--- src/rtl/core/tmcc_pkg.sv ---
// shared types, constants and reference color tables for the tile mean color classifier
package tmcc_pkg;

  localparam int unsigned ColorW   = 8;
  localparam int unsigned PixelW   = 24;
  localparam int unsigned ThrW     = 18;
  localparam int unsigned DistW    = 18;
  localparam int unsigned NumDark  = 6;
  localparam int unsigned NumRefs  = 12;
  localparam int unsigned RefIdxW  = 4;
  localparam int unsigned QuotW    = 8;
  localparam int unsigned BitCntW  = 3;

  localparam logic [ThrW-1:0] DarkThrReset  = 18'd1400;
  localparam logic [ThrW-1:0] LightThrReset = 18'd900;

  typedef enum logic [0:0] {
    REG_DARK_THR  = 1'b0,
    REG_LIGHT_THR = 1'b1
  } cfg_reg_e;

  typedef enum logic [2:0] {
    CLS_NONE   = 3'd0,
    CLS_BLACK  = 3'd1,
    CLS_BLUE   = 3'd2,
    CLS_GOLD   = 3'd3,
    CLS_GREEN  = 3'd4,
    CLS_PURPLE = 3'd5,
    CLS_RED    = 3'd6
  } class_e;

  typedef enum logic [1:0] {
    BK_IDLE,
    BK_DIV,
    BK_CLS,
    BK_DONE
  } back_state_e;

  // dark references first, then light ones, packed as r,g,b
  function automatic logic [PixelW-1:0] ref_color(input logic [RefIdxW-1:0] idx);
    logic [PixelW-1:0] c;
    case (idx)
      4'd0:    c = {8'd89,  8'd87,  8'd85};
      4'd1:    c = {8'd77,  8'd168, 8'd205};
      4'd2:    c = {8'd135, 8'd139, 8'd61};
      4'd3:    c = {8'd86,  8'd166, 8'd48};
      4'd4:    c = {8'd81,  8'd32,  8'd90};
      4'd5:    c = {8'd144, 8'd50,  8'd24};
      4'd6:    c = {8'd134, 8'd132, 8'd130};
      4'd7:    c = {8'd116, 8'd190, 8'd219};
      4'd8:    c = {8'd148, 8'd162, 8'd111};
      4'd9:    c = {8'd124, 8'd183, 8'd98};
      4'd10:   c = {8'd124, 8'd97,  8'd128};
      4'd11:   c = {8'd172, 8'd108, 8'd91};
      default: c = '0;
    endcase
    return c;
  endfunction

  function automatic class_e class_from_idx(input logic [RefIdxW-1:0] idx);
    logic [RefIdxW-1:0] k;
    k = (idx < RefIdxW'(NumDark)) ? idx : idx - RefIdxW'(NumDark);
    return class_e'(3'(k + 4'd1));
  endfunction

endpackage

--- src/rtl/core/tmcc_front.sv ---
// front end: accepts samples, accumulates channel sums and count, queues finished tiles
module tmcc_front #(
  parameter int unsigned MAX_SAMPLES = 4096,
  localparam int unsigned CntW  = $clog2(MAX_SAMPLES + 1),
  localparam int unsigned SumW  = $clog2(MAX_SAMPLES * 255 + 1),
  localparam int unsigned TileW = 3 * SumW + CntW + 1
) (
  input  logic             clk_i,
  input  logic             rst_ni,
  input  logic             pix_valid_i,
  output logic             pix_ready_o,
  input  logic [23:0]      pixel_i,
  input  logic             last_i,
  input  logic             q_full_i,
  output logic             tile_push_o,
  output logic [TileW-1:0] tile_o
);
  import tmcc_pkg::*;

  logic [SumW-1:0] r_sum_q, r_sum_d, g_sum_q, g_sum_d, b_sum_q, b_sum_d;
  logic [CntW-1:0] cnt_q, cnt_d;
  logic            ovf_q, ovf_d;
  logic            accept;
  logic [SumW-1:0] r_acc, g_acc, b_acc;
  logic [CntW-1:0] cnt_acc;
  logic            ovf_acc;

  assign pix_ready_o = !q_full_i;
  assign accept      = pix_valid_i && pix_ready_o;

  always_comb begin
    r_acc   = r_sum_q;
    g_acc   = g_sum_q;
    b_acc   = b_sum_q;
    cnt_acc = cnt_q;
    ovf_acc = ovf_q;
    if (cnt_q < CntW'(MAX_SAMPLES)) begin
      r_acc   = r_sum_q + SumW'(pixel_i[23:16]);
      g_acc   = g_sum_q + SumW'(pixel_i[15:8]);
      b_acc   = b_sum_q + SumW'(pixel_i[7:0]);
      cnt_acc = cnt_q + CntW'(1);
    end else begin
      ovf_acc = 1'b1;
    end
  end

  always_comb begin
    r_sum_d = r_sum_q;
    g_sum_d = g_sum_q;
    b_sum_d = b_sum_q;
    cnt_d   = cnt_q;
    ovf_d   = ovf_q;
    if (accept) begin
      if (last_i) begin
        r_sum_d = '0;
        g_sum_d = '0;
        b_sum_d = '0;
        cnt_d   = '0;
        ovf_d   = 1'b0;
      end else begin
        r_sum_d = r_acc;
        g_sum_d = g_acc;
        b_sum_d = b_acc;
        cnt_d   = cnt_acc;
        ovf_d   = ovf_acc;
      end
    end
  end

  assign tile_push_o = accept && last_i;
  assign tile_o      = {ovf_acc, cnt_acc, b_acc, g_acc, r_acc};

  always_ff @(posedge clk_i or negedge rst_ni) begin
    if (!rst_ni) begin
      r_sum_q <= '0;
      g_sum_q <= '0;
      b_sum_q <= '0;
      cnt_q   <= '0;
      ovf_q   <= 1'b0;
    end else begin
      r_sum_q <= r_sum_d;
      g_sum_q <= g_sum_d;
      b_sum_q <= b_sum_d;
      cnt_q   <= cnt_d;
      ovf_q   <= ovf_d;
    end
  end

endmodule

--- src/rtl/core/tmcc_fifo.sv ---
// two-entry queue of finished tiles between front and back
module tmcc_fifo #(
  parameter int unsigned WIDTH = 8
) (
  input  logic             clk_i,
  input  logic             rst_ni,
  input  logic             push_i,
  input  logic [WIDTH-1:0] data_i,
  output logic             full_o,
  input  logic             pop_i,
  output logic [WIDTH-1:0] data_o,
  output logic             empty_o
);
  import tmcc_pkg::*;

  localparam int unsigned Depth = 2;

  logic [WIDTH-1:0] mem_q [Depth];
  logic             wr_ptr_q, wr_ptr_d, rd_ptr_q, rd_ptr_d;
  logic [1:0]       cnt_q, cnt_d;

  assign full_o  = (cnt_q == 2'(Depth));
  assign empty_o = (cnt_q == 2'd0);
  assign data_o  = mem_q[rd_ptr_q];

  always_comb begin
    wr_ptr_d = push_i ? !wr_ptr_q : wr_ptr_q;
    rd_ptr_d = pop_i ? !rd_ptr_q : rd_ptr_q;
    cnt_d    = cnt_q + 2'(push_i) - 2'(pop_i);
  end

  always_ff @(posedge clk_i) begin
    if (push_i) begin
      mem_q[wr_ptr_q] <= data_i;
    end
  end

  always_ff @(posedge clk_i or negedge rst_ni) begin
    if (!rst_ni) begin
      wr_ptr_q <= 1'b0;
      rd_ptr_q <= 1'b0;
      cnt_q    <= '0;
    end else begin
      wr_ptr_q <= wr_ptr_d;
      rd_ptr_q <= rd_ptr_d;
      cnt_q    <= cnt_d;
    end
  end

  a_no_push_full: assert property (@(posedge clk_i) disable iff (!rst_ni)
    push_i |-> !full_o) else $error("push into full tile queue");

  a_no_pop_empty: assert property (@(posedge clk_i) disable iff (!rst_ni)
    pop_i |-> !empty_o) else $error("pop from empty tile queue");

  a_cnt_bound: assert property (@(posedge clk_i) disable iff (!rst_ni)
    cnt_q <= 2'(Depth)) else $error("tile queue count out of range");

  a_cnt_grow: assert property (@(posedge clk_i) disable iff (!rst_ni)
    push_i && !pop_i |=> cnt_q == $past(cnt_q) + 2'd1)
    else $error("tile queue count did not grow on push");

endmodule

--- src/rtl/core/tmcc_back.sv ---
// back end: divides sums into channel means, scans reference colors, holds the result beat
module tmcc_back #(
  parameter int unsigned MAX_SAMPLES = 4096,
  localparam int unsigned CntW  = $clog2(MAX_SAMPLES + 1),
  localparam int unsigned SumW  = $clog2(MAX_SAMPLES * 255 + 1),
  localparam int unsigned TileW = 3 * SumW + CntW + 1
) (
  input  logic                   clk_i,
  input  logic                   rst_ni,
  input  logic [TileW-1:0]       tile_i,
  input  logic                   q_empty_i,
  output logic                   q_pop_o,
  input  logic [17:0]            dark_thr_i,
  input  logic [17:0]            light_thr_i,
  output logic                   res_valid_o,
  input  logic                   res_ready_i,
  output tmcc_pkg::class_e       res_class_o,
  output logic                   res_ovf_o
);
  import tmcc_pkg::*;

  localparam int unsigned DivW = CntW + QuotW;

  back_state_e        state_q, state_d;
  logic [DivW-1:0]    rem_q [3];
  logic [DivW-1:0]    rem_d [3];
  logic [QuotW-1:0]   mean_q [3];
  logic [QuotW-1:0]   mean_d [3];
  logic [DivW-1:0]    div_q;
  logic [BitCntW-1:0] bit_q;
  logic [RefIdxW-1:0] idx_q;
  logic               zero_q, ovf_q;
  class_e             cls_q;
  logic               out_valid_q;
  class_e             out_class_q;
  logic               out_ovf_q;

  logic [SumW-1:0]    tile_sum [3];
  logic [CntW-1:0]    tile_cnt;
  logic               tile_ovf;
  logic [PixelW-1:0]  ref_c;
  logic signed [9:0]  diff [3];
  logic signed [19:0] prod [3];
  logic [DistW-1:0]   sq_dist;
  logic [ThrW-1:0]    thr;
  logic               hit;
  logic               ld_out;

  assign tile_sum[0] = tile_i[SumW-1:0];
  assign tile_sum[1] = tile_i[2*SumW-1:SumW];
  assign tile_sum[2] = tile_i[3*SumW-1:2*SumW];
  assign tile_cnt    = tile_i[3*SumW+CntW-1:3*SumW];
  assign tile_ovf    = tile_i[TileW-1];

  // restoring division step, one quotient bit per cycle for all channels
  always_comb begin
    for (int c = 0; c < 3; c++) begin
      if (rem_q[c] >= div_q) begin
        rem_d[c]  = rem_q[c] - div_q;
        mean_d[c] = {mean_q[c][QuotW-2:0], 1'b1};
      end else begin
        rem_d[c]  = rem_q[c];
        mean_d[c] = {mean_q[c][QuotW-2:0], 1'b0};
      end
    end
  end

  // squared distance of the mean to one reference color
  always_comb begin
    ref_c = ref_color(idx_q);
    for (int c = 0; c < 3; c++) begin
      diff[c] = $signed({2'b00, ref_c[(2-c)*ColorW +: ColorW]})
              - $signed({2'b00, mean_q[c]});
      prod[c] = diff[c] * diff[c];
    end
    sq_dist = DistW'(prod[0][15:0]) + DistW'(prod[1][15:0]) + DistW'(prod[2][15:0]);
    thr     = (idx_q < RefIdxW'(NumDark)) ? dark_thr_i : light_thr_i;
    hit     = sq_dist < thr;
  end

  always_comb begin
    state_d = state_q;
    case (state_q)
      BK_IDLE: begin
        if (!q_empty_i) state_d = BK_DIV;
      end
      BK_DIV: begin
        if (bit_q == '0) state_d = zero_q ? BK_DONE : BK_CLS;
      end
      BK_CLS: begin
        if (hit || idx_q == RefIdxW'(NumRefs - 1)) state_d = BK_DONE;
      end
      BK_DONE: begin
        if (!out_valid_q || res_ready_i) state_d = BK_IDLE;
      end
      default: state_d = BK_IDLE;
    endcase
  end

  always_comb begin
    q_pop_o = (state_q == BK_IDLE) && !q_empty_i;
    ld_out  = (state_q == BK_DONE) && (!out_valid_q || res_ready_i);
  end

  always_ff @(posedge clk_i) begin
    if (q_pop_o) begin
      for (int c = 0; c < 3; c++) begin
        rem_q[c]  <= DivW'(tile_sum[c]);
        mean_q[c] <= '0;
      end
      div_q  <= DivW'(tile_cnt) << (QuotW - 1);
      bit_q  <= BitCntW'(QuotW - 1);
      idx_q  <= '0;
      zero_q <= (tile_cnt == '0);
      ovf_q  <= tile_ovf;
      cls_q  <= CLS_NONE;
    end else if (state_q == BK_DIV) begin
      rem_q  <= rem_d;
      mean_q <= mean_d;
      div_q  <= div_q >> 1;
      bit_q  <= bit_q - BitCntW'(1);
    end else if (state_q == BK_CLS) begin
      if (hit) begin
        cls_q <= class_from_idx(idx_q);
      end
      idx_q <= idx_q + RefIdxW'(1);
    end
    if (ld_out) begin
      out_class_q <= cls_q;
      out_ovf_q   <= ovf_q;
    end
  end

  always_ff @(posedge clk_i or negedge rst_ni) begin
    if (!rst_ni) begin
      state_q     <= BK_IDLE;
      out_valid_q <= 1'b0;
    end else begin
      state_q <= state_d;
      if (ld_out) begin
        out_valid_q <= 1'b1;
      end else if (res_ready_i) begin
        out_valid_q <= 1'b0;
      end
    end
  end

  assign res_valid_o = out_valid_q;
  assign res_class_o = out_class_q;
  assign res_ovf_o   = out_ovf_q;

  a_pop_only_idle: assert property (@(posedge clk_i) disable iff (!rst_ni)
    q_pop_o |=> state_q == BK_DIV) else $error("tile popped but division not started");

  a_hold_on_stall: assert property (@(posedge clk_i) disable iff (!rst_ni)
    out_valid_q && !res_ready_i |=> out_valid_q && $stable(out_class_q))
    else $error("result changed while stalled");

  a_scan_bound: assert property (@(posedge clk_i) disable iff (!rst_ni)
    state_q == BK_CLS |-> idx_q < RefIdxW'(NumRefs)) else $error("reference scan overran");

endmodule

--- src/rtl/core/tile_mean_color_classifier.sv ---
// top level of the tile mean color classifier: register file, front, tile queue, back
//
// Samples enter on the s_axis channel, one 24-bit RGB pixel per beat, tlast marking the
// final sample of a tile. Channel sums and the sample count grow by one beat per cycle
// while s_axis_tready is high; samples beyond MAX_SAMPLES are dropped and flagged. Each
// tile gives one result beat on m_axis: the class code (0 none, 1 black .. 6 red) and
// the overflow flag. Throughput: one sample per cycle while the queue is not full. A
// finished tile enters a two-deep queue; the back end loads it, divides the three sums
// (one quotient bit a cycle), scans the reference colors (one color a cycle) up to the
// first hit unless the tile is empty, and hands off the result. Tiles that arrive faster
// than the back end finishes them back up in the queue; s_axis_tready drops while full.
// When m_axis_tready is low the result is held in the output register; the back end can
// finish one more tile behind it and the front keeps accepting until the queue fills.
// Reset clears sums, count, queue and output, and sets the thresholds to 1400 (dark, at
// address 0) and 900 (light, at address 4). Write the thresholds only while idle.
module tile_mean_color_classifier #(
  parameter int unsigned MAX_SAMPLES = 4096
) (
  input  logic        clk_i,
  input  logic        rst_ni,
  input  logic        s_axis_tvalid,
  output logic        s_axis_tready,
  input  logic [23:0] s_axis_tdata,   // pixel[23:0]
  input  logic        s_axis_tlast,
  output logic        m_axis_tvalid,
  input  logic        m_axis_tready,
  output logic [7:0]  m_axis_tdata,   // tile_class[2:0], overflowed[3], zero[7:4]
  input  logic        psel,
  input  logic        penable,
  input  logic        pwrite,
  input  logic [2:0]  paddr,
  input  logic [31:0] pwdata,
  output logic [31:0] prdata,
  output logic        pready
);
  import tmcc_pkg::*;

  localparam int unsigned CntW  = $clog2(MAX_SAMPLES + 1);
  localparam int unsigned SumW  = $clog2(MAX_SAMPLES * 255 + 1);
  localparam int unsigned TileW = 3 * SumW + CntW + 1;

  logic [ThrW-1:0]  dark_thr_q, light_thr_q;
  logic             cfg_wr;
  cfg_reg_e         cfg_sel;
  logic             tile_push, q_full, q_empty, q_pop;
  logic [TileW-1:0] tile_in, tile_out;
  class_e           res_class;
  logic             res_ovf;

  assign pready  = 1'b1;
  assign cfg_wr  = psel && penable && pwrite && pready;
  assign cfg_sel = cfg_reg_e'(paddr[2]);

  always_ff @(posedge clk_i or negedge rst_ni) begin
    if (!rst_ni) begin
      dark_thr_q  <= DarkThrReset;
      light_thr_q <= LightThrReset;
    end else if (cfg_wr) begin
      case (cfg_sel)
        REG_DARK_THR:  dark_thr_q  <= pwdata[ThrW-1:0];
        REG_LIGHT_THR: light_thr_q <= pwdata[ThrW-1:0];
        default: ;
      endcase
    end
  end

  always_comb begin
    case (cfg_sel)
      REG_DARK_THR:  prdata = 32'(dark_thr_q);
      REG_LIGHT_THR: prdata = 32'(light_thr_q);
      default:       prdata = '0;
    endcase
  end

  tmcc_front #(.MAX_SAMPLES(MAX_SAMPLES)) u_front (
    .clk_i       (clk_i),
    .rst_ni      (rst_ni),
    .pix_valid_i (s_axis_tvalid),
    .pix_ready_o (s_axis_tready),
    .pixel_i     (s_axis_tdata),
    .last_i      (s_axis_tlast),
    .q_full_i    (q_full),
    .tile_push_o (tile_push),
    .tile_o      (tile_in)
  );

  tmcc_fifo #(.WIDTH(TileW)) u_fifo (
    .clk_i   (clk_i),
    .rst_ni  (rst_ni),
    .push_i  (tile_push),
    .data_i  (tile_in),
    .full_o  (q_full),
    .pop_i   (q_pop),
    .data_o  (tile_out),
    .empty_o (q_empty)
  );

  tmcc_back #(.MAX_SAMPLES(MAX_SAMPLES)) u_back (
    .clk_i       (clk_i),
    .rst_ni      (rst_ni),
    .tile_i      (tile_out),
    .q_empty_i   (q_empty),
    .q_pop_o     (q_pop),
    .dark_thr_i  (dark_thr_q),
    .light_thr_i (light_thr_q),
    .res_valid_o (m_axis_tvalid),
    .res_ready_i (m_axis_tready),
    .res_class_o (res_class),
    .res_ovf_o   (res_ovf)
  );

  assign m_axis_tdata = {4'b0000, res_ovf, res_class};

endmodule

--- config.mk ---
export PLATFORM = sky130hd
export DESIGN_NAME = tile_mean_color_classifier
export DESIGN_NICKNAME = d
export VERILOG_FILES = /design/src/rtl/core/tmcc_pkg.sv /design/src/rtl/core/tmcc_front.sv /design/src/rtl/core/tmcc_fifo.sv /design/src/rtl/core/tmcc_back.sv /design/src/rtl/core/tile_mean_color_classifier.sv
export SDC_FILE = /design/constraint.sdc
export NUM_CORES = 1
export LEC_CHECK = 0
export BUFFER_PORTS_ARGS = -buffer_cell sky130_fd_sc_hd__buf_2
export CORE_ASPECT_RATIO = 0.8
export CORE_MARGIN = 1.5
export CORE_UTILIZATION = 30
export CTS_BUF_LIST = sky130_fd_sc_hd__clkbuf_16
export DETAILED_ROUTE_END_ITERATION = 6
export PLACE_DENSITY = 0.51
export SLEW_MARGIN = 0
export SYNTH_ARGS = -nofsm -noshare
export SYNTH_HDL_FRONTEND = slang
export SYNTH_SLANG_ARGS = --single-unit
--- constraint.sdc ---
create_clock -name clk_i -period 9.05 [get_ports clk_i]
set_input_delay 1.3575 -clock clk_i [delete_from_list [all_inputs] [get_ports clk_i]]
set_output_delay 1.3575 -clock clk_i [all_outputs]
set_load 0.05 [all_outputs]
Yosys cells after proc, flatten, opt, wreduce, memory -nomap -nowiden --
Memories as Yosys holds them, arrays and structs flattened. A register that Yosys moved wholly into a read port is not among the register bits. Index checks and enable logic that the tools add are counted.
Word-level totals: register bits after elaboration 240, memory bits (writable) 148, memory bits (read-only) 384, input bits 67, output and inout bits 43, word-level logic and storage cells 138, memories 2
Operators by class: $add $sub $neg 18, multipliers 3, order comparisons 6, eq/ne operators 9, multiplexer cells 35, bitwise logic cells 2, reductions and logical operators 33
Memories:
- (no name shown) | words 16, bits a word 24, rd ports 1, clocked after memory_dff 1, wr ports 0, line tmcc_pkg.sv:42 | case (idx)
- u_fifo.mem_q | words 2, bits a word 74, rd ports 1, clocked after memory_dff 0, wr ports 1, line tmcc_fifo.sv:18 | logic [WIDTH-1:0] mem_q [Depth];
Operators with widths (count):
- 2-to-1 mux 20 bit | 9
- 2-to-1 mux 62 bit | 2
- one-hot mux 32 bit (2 select lines) | 1
- >= comparator 21 x 20 -> 1 bit | 3
- subtractor 21 x 20 -> 21 bit | 3
- adder 20 x 8 -> 20 bit | 3
- multiplier 9 x 9 -> 16 bit | 3
- 2-to-1 mux 21 bit | 2
- subtractor 8 x 8 -> 9 bit | 3
- 2-to-1 mux 13 bit | 2
- adder 18 x 16 -> 18 bit | 1
- < comparator 18 bit | 1
- 2-to-1 mux 18 bit | 1
- AND reduction 2 bit | 9
- adder 16 x 16 -> 17 bit | 1
- adder 13 x 1 -> 13 bit (second input constant) | 1
- zero test 13 bit | 1
- < comparator 13 bit (second input constant) | 1
- 2-to-1 mux 1 bit | 10
- nonzero test 2 bit | 5
- 2-to-1 mux 2 bit | 4
- 2-to-1 mux 4 bit | 2
- one-hot mux 2 bit (4 select lines) | 1
- equality test 2 bit (second input constant) | 3
- 20 further kinds | 34

Longest topological paths before layout --
Gate-level depths: netlist of run 1.
depth after elaboration 8, depth in mapped cells 48, gate-level depth less buffers 48

Hierarchy --
From an unflattened synthesis of run 1, not the netlist that was laid out.
Unflattened totals: cells, all modules 2999, area, all modules 31265.0 um2
Modules (own cells, without submodules):
- tmcc_back | times used 1, cells an instance 1990, area an instance 18076.1 um2, sequential area each 3808.7 um2
- tmcc_fifo | times used 1, cells an instance 245, area an instance 5739.3 um2, sequential area each 4544.4 um2
- tmcc_front | times used 1, cells an instance 646, area an instance 5611.6 um2, sequential area each 1851.8 um2
- tile_mean_color_classifier | times used 1, cells an instance 118, area an instance 1838.0 um2, sequential area each 913.4 um2

Least setup slack after synthesis of run 1 --
Ideal clock, no wire load.
kind register -> register, start reg u_back.mean_q[16] (netlist name), end reg u_back.state_q[0], library setup time 121 ps, arrival time 9535 ps, data required time 8929 ps, setup slack -606 ps, cell stages (with the launch flop) 45, buffers on the path 0, period minus slack after synthesis 9656 ps, path through dfxtp_1 > ha_1 > inv_1 > fa_1 > a21o_1 > a21oi_1 > nor2b_1 > o31a_1 > a21oi_1 > and2_1 > inv_1 > fa_1 > inv_1 > fa_1 > inv_1 > fa_1 > inv_1 > fa_1 > (+9 left out) > a211o_1 > a21o_1 > a21oi_1 > xnor2_1 > ha_1 > and3_1 > a21oi_1 > o211ai_1 > xnor2_1 > ha_1 > a21o_1 > a211o_1 > a211oi_1 > o211ai_1 > o221ai_1 > o221a_2 > a31oi_1 > o22a_1
Between the ends: word-level cells in the longest chain between the ends 8
RTL lines:
- from (decl) | line tmcc_back.sv:27 | logic [QuotW-1:0] mean_q [3];
- from (signal assigned) | line tmcc_back.sv:119 | mean_q <= mean_d;
- subtractor 8 x 8 -> 9 bit | line tmcc_back.sv:73 | - $signed({2'b00, mean_q[c]});
- multiplier 9 x 9 -> 16 bit | line tmcc_back.sv:74 | prod[c] = diff[c] * diff[c];
- adder 16 x 16 -> 17 bit | line tmcc_back.sv:76 | sq_dist = DistW'(prod[0][15:0]) + DistW'(prod[1][15:0]) + DistW'(prod[2][15:0]);
- adder 18 x 16 -> 18 bit | line tmcc_back.sv:76
- < comparator 18 bit | line tmcc_back.sv:78 | hit = sq_dist < thr;
- logical OR 1 bit | line tmcc_back.sv:91 | if (hit || idx_q == RefIdxW'(NumRefs - 1)) state_d = BK_DONE;
- inequality test 2 x 1 -> 1 bit (no source line)
- AND reduction 4 bit (no source line)
- to (signal assigned) | line tmcc_back.sv:139 | state_q <= state_d;
- to (decl) | line tmcc_back.sv:24 | back_state_e state_q, state_d;
No other way between the ends. A chain may end at the register's enable or synchronous reset.

Worst setup path after layout of run 1 --
start reg u_back.ref_c[16] (netlist name), end reg u_back.state_q[0]
Between the ends: word-level cells in the longest chain between the ends 8
RTL lines (line):
- subtractor 8 x 8 -> 9 bit | tmcc_back.sv:73
- multiplier 9 x 9 -> 16 bit | tmcc_back.sv:74
- adder 16 x 16 -> 17 bit | tmcc_back.sv:76
- adder 18 x 16 -> 18 bit | tmcc_back.sv:76
- < comparator 18 bit | tmcc_back.sv:78
- logical OR 1 bit | tmcc_back.sv:91
- inequality test 2 x 1 -> 1 bit (no source line)
- AND reduction 4 bit (no source line)
No other way between the ends.

==> reports/qor.yml, run 1 <==
place.gp.congestion: 0.804
grtUsageTotal_pct: 14.4
ys_top_cells_by_area: "edfxtp_1 (22%), ha_1 (11%), fa_1 (11%)"
dp_hpwl_um: 56800
nets: 3863
cp_slowest_stage_delay_ns: 0.57
slowest_stage: "fa_1"
syn_avg_cell_area_um2: 10.2
synthMuxAreaShare_pct: 7.14
regArea_um2: 11100
area_delta_synth_final_pct: 20.5
htreeDepth: 2
fin_crit_ns: 9.52
hold_slack_ns: 0.427
cp_top_family: "adder cells"
r2r-end: "u_back.state_q[0]$_DFFE_PN0P_"
clock_sinks: 412
grt_antenna_before_repair: 0
synth_top_area_share_pct: 22.2
reg2reg_from: "u_back.ref_c[16]$_SDFF_PP0_"
worst_ep_required_time_ns: 9.54
finalSetupViolations: 5
crit_buf_inv: 7
path_class: "reg -> reg"
synth-async-reset-ratio_pct: 28.4
ys_ff_latch: 412
first_iter_violations: 1300
rsz0062_at_grt: "yes"
ys_seq_area_share_pct: 36.3
port_buffers: 74
grt_overflow: 0
vias: 22117
start_util_pct: 30.4
yosysUniqueCellTypes: 78
root_buffer: "clkbuf_16"
end_kind: "flop"
min_to: "u_back.res_ovf_o$_DFFE_PP_"
violations: "setup timing"
syn_area_um2: 30700
finalHoldViolations: 0
synth.yosys.warnings: 0
grt_max_degree: 77
clk_pin_slew_ns: 0.06
grt_pass1_wl_um: 120000
outcome: "complete, but fails checks"
cts_tree: "yes"
ioPinCount: 110
synth_xor_area_share_pct: 6.11
synth_cells: 3009
synth-simple-area-share_pct: 11.1
clk_latency_ns: 0.63
fp.dieH_um: 289
skew_ns: 0.0411
maxCapViolCount: 0
min_path_type: "reg -> reg"
worstSetupStartpointType: "flop"
crit_arrival_ns: 10.01
grt_pass1_vias: 21705
setup_slack_ns: -0.468
r2r_cells: 44
drive_above_1_share_pct: 19.8
synth_fa_ha_area_share_pct: 21.9
dieArea_um2: 104000
post-route-period-util_pct: 105
clock_path_buffers: 3
via_per_inst: 4.69
rows: 104
numCtsBuffers: 45
whs_path_depth: 0
critPathMaxFanout: 4
r2r_setup_slack_ns: -0.47
hold_buffers: 0
die_w_um: 360
multiInputGateArea_um2: 18500
relSlewSlack_pct: 13.5
antennaDiodeCount: 0
drc: 0
slew_viol_final: 0
n_fill_cell: 10213
dominantRegCellSynth: "edfxtp_1"
synth_top_family_by_area: "adder cells"
max_freq_ghz: 0.105
wl_per_cell_um: 16.0
dpl_worst_slack_ns: -0.680
ant_nets: 0
coreArea_um2: 101000
first_pass_iters: 5
worst_pin_slew_ns: 1.29
hp-start: "u_back.ovf_q$_DFFE_PP_"
wl_um: 75500
synth_compound_area_share_pct: 12.0
synth_area_leader_cell: "edfxtp_1"
synth_edf_count: 227
-- metal layers --
metal | vias up | GRT usage (%) | part of all wire [%]
met5 | - | 0 | 0
met4 | 0 | 2.72 | 1.6
met3 | 67 | 1.88 | 3.4
met2 | 285 | 22.6 | 43
met1 | 10594 | 21.4 | 52
li1 | 11171 | - | -
-- cell usage in the layout, fill, tap and decap left out, types with 128 or more instances in the layout --
| master | count |
|---|---|
| buf_4 | 312 |
| inv_1 | 297 |
| ha_1 | 259 |
| edfxtp_1 | 227 |
| nand2_1 | 223 |
| nor2_1 | 203 |
| fa_1 | 158 |
| o21ai_0 | 150 |
| mux2i_1 | 140 |
| xnor2_1 | 128 |
-- state kept, by name (all words and copies together) (netlist names), 18 cells and up --
name,count
dark_thr_q,18
light_thr_q,18
u_back.div_q,20
u_back.mean_q,24
u_back.ref_c,24
u_back.rem_q,63
u_fifo.mem_q,148
u_front.b_sum_q,20
u_front.g_sum_q,20
u_front.r_sum_q,20
-- cells in the mapped netlist, types with 5 or more instances --
library cell	instances
o221ai_1	6
nor4_1	7
xor2_1	79
dfxtp_1	68
or3_1	33
a21oi_1	125
buf_1	6
nand2b_1	33
o21bai_1	12
a21o_1	49
nor3_1	44
ha_1	277
nor2_1	211
o211ai_1	13
dfstp_2	10
dfrtp_1	107
edfxtp_1	227
and4_1	8
a22o_1	37
buf_2	5
inv_1	306
nor2b_1	29
a21boi_0	10
o21ai_0	168
o21ai_1	7
a211oi_1	12
fa_1	163
xnor2_1	135
clkbuf_1	78
mux2i_1	140
mux2_2	69
or2_2	6
and3_1	23
a31oi_1	11
and2_1	30
o21a_1	19
nand2_1	230
o31ai_1	12
nand3_1	49
nand4_1	17
inv_2	5
buf_4	20
o22ai_1	48
-- cell type report --
cell class	count	area share [%]
clock inverters	39	1.39
inverters	313	3.20
repair buffers	392	7.59
clock buffers	45	3.05
multi-input cells	2192	50.2
well taps	1325	4.49
flip-flops and latches	412	30.1
-- what timing repair did --
item | in CTS | in global routing
pin swaps | 58 | 42
endpoints found under the setup margin | 5 | 5
buffers inserted | 13 | 10
resized for setup | 74 | 29
-- metrics by stage --
step / util [%] / setup TNS, ns / std cells / instance area [um2]
after floorplan: - / 0 / 3026 / 30900
after global placement: 34.4 / -2.98 / 4611 / 34700
after detailed placement: 34.4 / -3.23 / 4611 / 34700
after CTS: 36.4 / -2.33 / 4708 / 36800
after global routing: 36.6 / -4.37 / 4718 / 36900
final: 36.6 / -2.06 / 4718 / 36900
-- logic make-up (layout without fill, tap and decap cells) --
group / after synthesis / count (layout)
flip-flops: 412 / 412
other: 2 / 19
buffers and inverters: 422 / 789
adder cells (fa/ha/maj): 440 / 440
AND/OR/NAND/NOR: 733 / 733
AO/OA/AOI/OAI: 576 / 576
XOR/XNOR: 214 / 214
multiplexers: 210 / 210
-- worst max-delay path by stage --
stage	startpoint	end	cells past startpoint
floorplan	u_back.ref_c[16]$_SDFF_PP0_	u_back.state_q[0]$_DFFE_PN0P_	44
global route	u_back.ref_c[16]$_SDFF_PP0_	u_back.state_q[0]$_DFFE_PN0P_	49
CTS	u_back.ref_c[16]$_SDFF_PP0_	u_back.state_q[0]$_DFFE_PN0P_	46
finish	u_back.ref_c[16]$_SDFF_PP0_	u_back.state_q[0]$_DFFE_PN0P_	44
global placement	u_back.mean_q[8]$_SDFFE_PP0P_	u_back.cls_q[0]$_SDFFE_PP0P_	45
detailed placement	u_back.mean_q[8]$_SDFFE_PP0P_	u_back.cls_q[0]$_SDFFE_PP0P_	45
Power of run 1 is not shown: default switching activity piles up to over one toggle a cycle in this logic, so the estimate is an artifact.
==> run 2, diff against run 1 <==
Settings changed: RECOVER_POWER set to 50.
==> run 2 against run 1 <==
Critical path type unchanged. The flow finishes with violations (capacitance limit, slew limit, setup timing). Setup slack got worse by 0.0038 ns. Flip-flop and latch count unchanged. Via count down 0.45%.
==> reports/qor.yml, run 2 (same netlist as run 1, synthesis figures left out) <==
slowest_stage: "fa_1"  # unchanged
dieArea_um2: 104000  # unchanged
drc: 0  # unchanged
place.gp.congestion: 0.804  # unchanged
outcome: "complete, but fails checks"  # unchanged
clk_latency_ns: 0.62  # was 0.63 ns
post-route-period-util_pct: 105  # about the same
wl_met2_um: 32600  # was 32500 um
dp_hpwl_um: 56800  # unchanged
numCtsBuffers: 45  # unchanged
end_kind: "flop"  # unchanged
reg2reg_from: "u_back.ref_c[16]$_SDFF_PP0_"  # unchanged
worst_pin_slew_ns: 4.88  # was 1.29 ns
ant_nets: 0  # unchanged
r2r-end: "u_back.state_q[0]$_DFFE_PN0P_"  # unchanged
worst_ep_required_time_ns: 9.54  # about the same
antennaDiodeCount: 0  # unchanged
area_delta_synth_final_pct: 20.2  # was 20.5%
via_per_inst: 4.67  # was 4.69
met3WireLength_um: 2430  # was 2580 um
clk_pin_slew_ns: 0.06  # about the same
r2r_setup_slack_ns: -0.47  # about the same
relSlewSlack_pct: -226  # was 13.5%
fp.dieH_um: 289  # unchanged
ioPinCount: 110  # unchanged
grt_max_degree: 77  # unchanged
critPathMaxFanout: 4  # unchanged
drive_above_1_share_pct: 18.9  # was 19.8%
multiInputGateArea_um2: 18500  # about the same
grt_pass1_wl_um: 120000  # unchanged
finalHoldViolations: 0  # unchanged
nets: 3863  # unchanged
coreArea_um2: 101000  # unchanged
worstSetupStartpointType: "flop"  # unchanged
whs_path_depth: 0  # unchanged
min_path_type: "reg -> reg"  # unchanged
wl_met1_um: 39300  # was 39200 um
post-route-util_pct: 36.5  # was 36.6%
grt_pass1_vias: 21705  # unchanged
crit_arrival_ns: 10.01  # about the same
htreeDepth: 2  # unchanged
port_buffers: 74  # unchanged
max_freq_ghz: 0.105  # about the same
cts_tree: "yes"  # unchanged
grtUsageTotal_pct: 14.4  # unchanged
min_to: "u_back.res_ovf_o$_DFFE_PP_"  # unchanged
path_class: "reg -> reg"  # unchanged
maxCapViolCount: 10  # was 0
largestRegisters: "u_fifo.mem_q: 148 flops, u_back.rem_q: 63 flops"  # unchanged
maxUsedRoutingLayer: "met4"  # unchanged
regArea_um2: 11100  # about the same
hold_slack_ns: 0.426  # was 0.427 ns
hold_buffers: 0  # unchanged
first_iter_violations: 1321  # was 1300
fin_crit_ns: 9.52  # about the same
final_cell_mix: "buf_4 (303), inv_1 (297), ha_1 (259)"  # was buf_4 (312), inv_1 (297), ha_1 (259)
top_register: "u_fifo.mem_q"  # unchanged
skew_ns: 0.0385  # was 0.0411 ns
violations: "capacitance limit, slew limit, setup timing"  # was setup timing
clock_path_buffers: 3  # unchanged
finalSetupViolations: 5  # unchanged
cp_slowest_stage_delay_ns: 0.57  # about the same
grt_antenna_before_repair: 0  # unchanged
grt_overflow: 0  # unchanged
start_util_pct: 30.4  # unchanged
die_w_um: 360  # unchanged
rsz0062_at_grt: "yes"  # unchanged
largest_reg_flops: 148  # unchanged
wl_per_cell_um: 16.0  # about the same
wl_um: 75500  # about the same
hp-start: "u_back.ovf_q$_DFFE_PP_"  # unchanged
crit_start: "u_back.ref_c[16]$_SDFF_PP0_"  # unchanged
n_fill_cell: 10223  # was 10213
first_pass_iters: 5  # unchanged
clock_sinks: 412  # unchanged
slew_viol_final: 426  # was 0
vias: 22018  # was 22117
setup_slack_ns: -0.472  # was -0.468 ns
root_buffer: "clkbuf_16"  # unchanged
final_common_cell: "buf_4"  # unchanged
rows: 104  # unchanged
r2r_cells: 44  # unchanged
run 2: cell type report:
class | count | share of cell area [%]
clock inverters | 39 | 1.39
multi-input cells | 2192 | 50.2
inverters | 313 | 3.21
repair buffers | 392 | 7.46
well taps | 1325 | 4.50
clock buffers | 45 | 3.05
flip-flops and latches | 412 | 30.2
run 2: worst max path at each step:
stage | to | slack, ns | depth (start not counted)
floorplan | u_back.state_q[0]$_DFFE_PN0P_ | 0.01 | 44
global placement | u_back.cls_q[0]$_SDFFE_PP0P_ | -0.64 | 45
detailed placement | u_back.cls_q[0]$_SDFFE_PP0P_ | -0.68 | 45
CTS | u_back.state_q[0]$_DFFE_PN0P_ | -0.51 | 46
global route | u_back.state_q[0]$_DFFE_PN0P_ | -0.93 | 49
finish | u_back.state_q[0]$_DFFE_PN0P_ | -0.47 | 44
run 2: metal layers:
metal,up-vias,global-route usage [%]
met1,10527,21.4
met3,65,1.88
met5,-,0
met2,268,22.6
li1,11158,-
met4,0,2.72
run 2: worst max-delay path: cells and delay by family (launching register included):
kind / cells / cell delay (ns)
and+or+nand+nor: 5 / 0.72
buffers and inverters: 7 / 0.72
xor gates and xnor gates: 3 / 0.53
adders and majority gates: 11 / 3.86
DFF: 1 / 0.32
AOI/OAI and AO/OA: 18 / 3.27
run 2: stage by stage:
step	setup slack [ns]	instances	cell area, um2	setup TNS [ns]
3_5_place_dp	-0.680	4611	34700	-3.23
4_1_cts	-0.507	4708	36800	-2.33
3_3_place_gp	-0.637	4611	34700	-2.98
5_1_grt	-0.933	4718	36900	-4.37
2_1_floorplan	0.0144	3026	30900	0
6_report	-0.472	4718	36900	-2.07
run 2: timing repair:
item,CTS,global route
setup buffers,13,10
pin swaps,58,42
gates resized for setup,74,29
endpoints found under the setup margin,5,5
Power of run 2 is left out for the same reason.
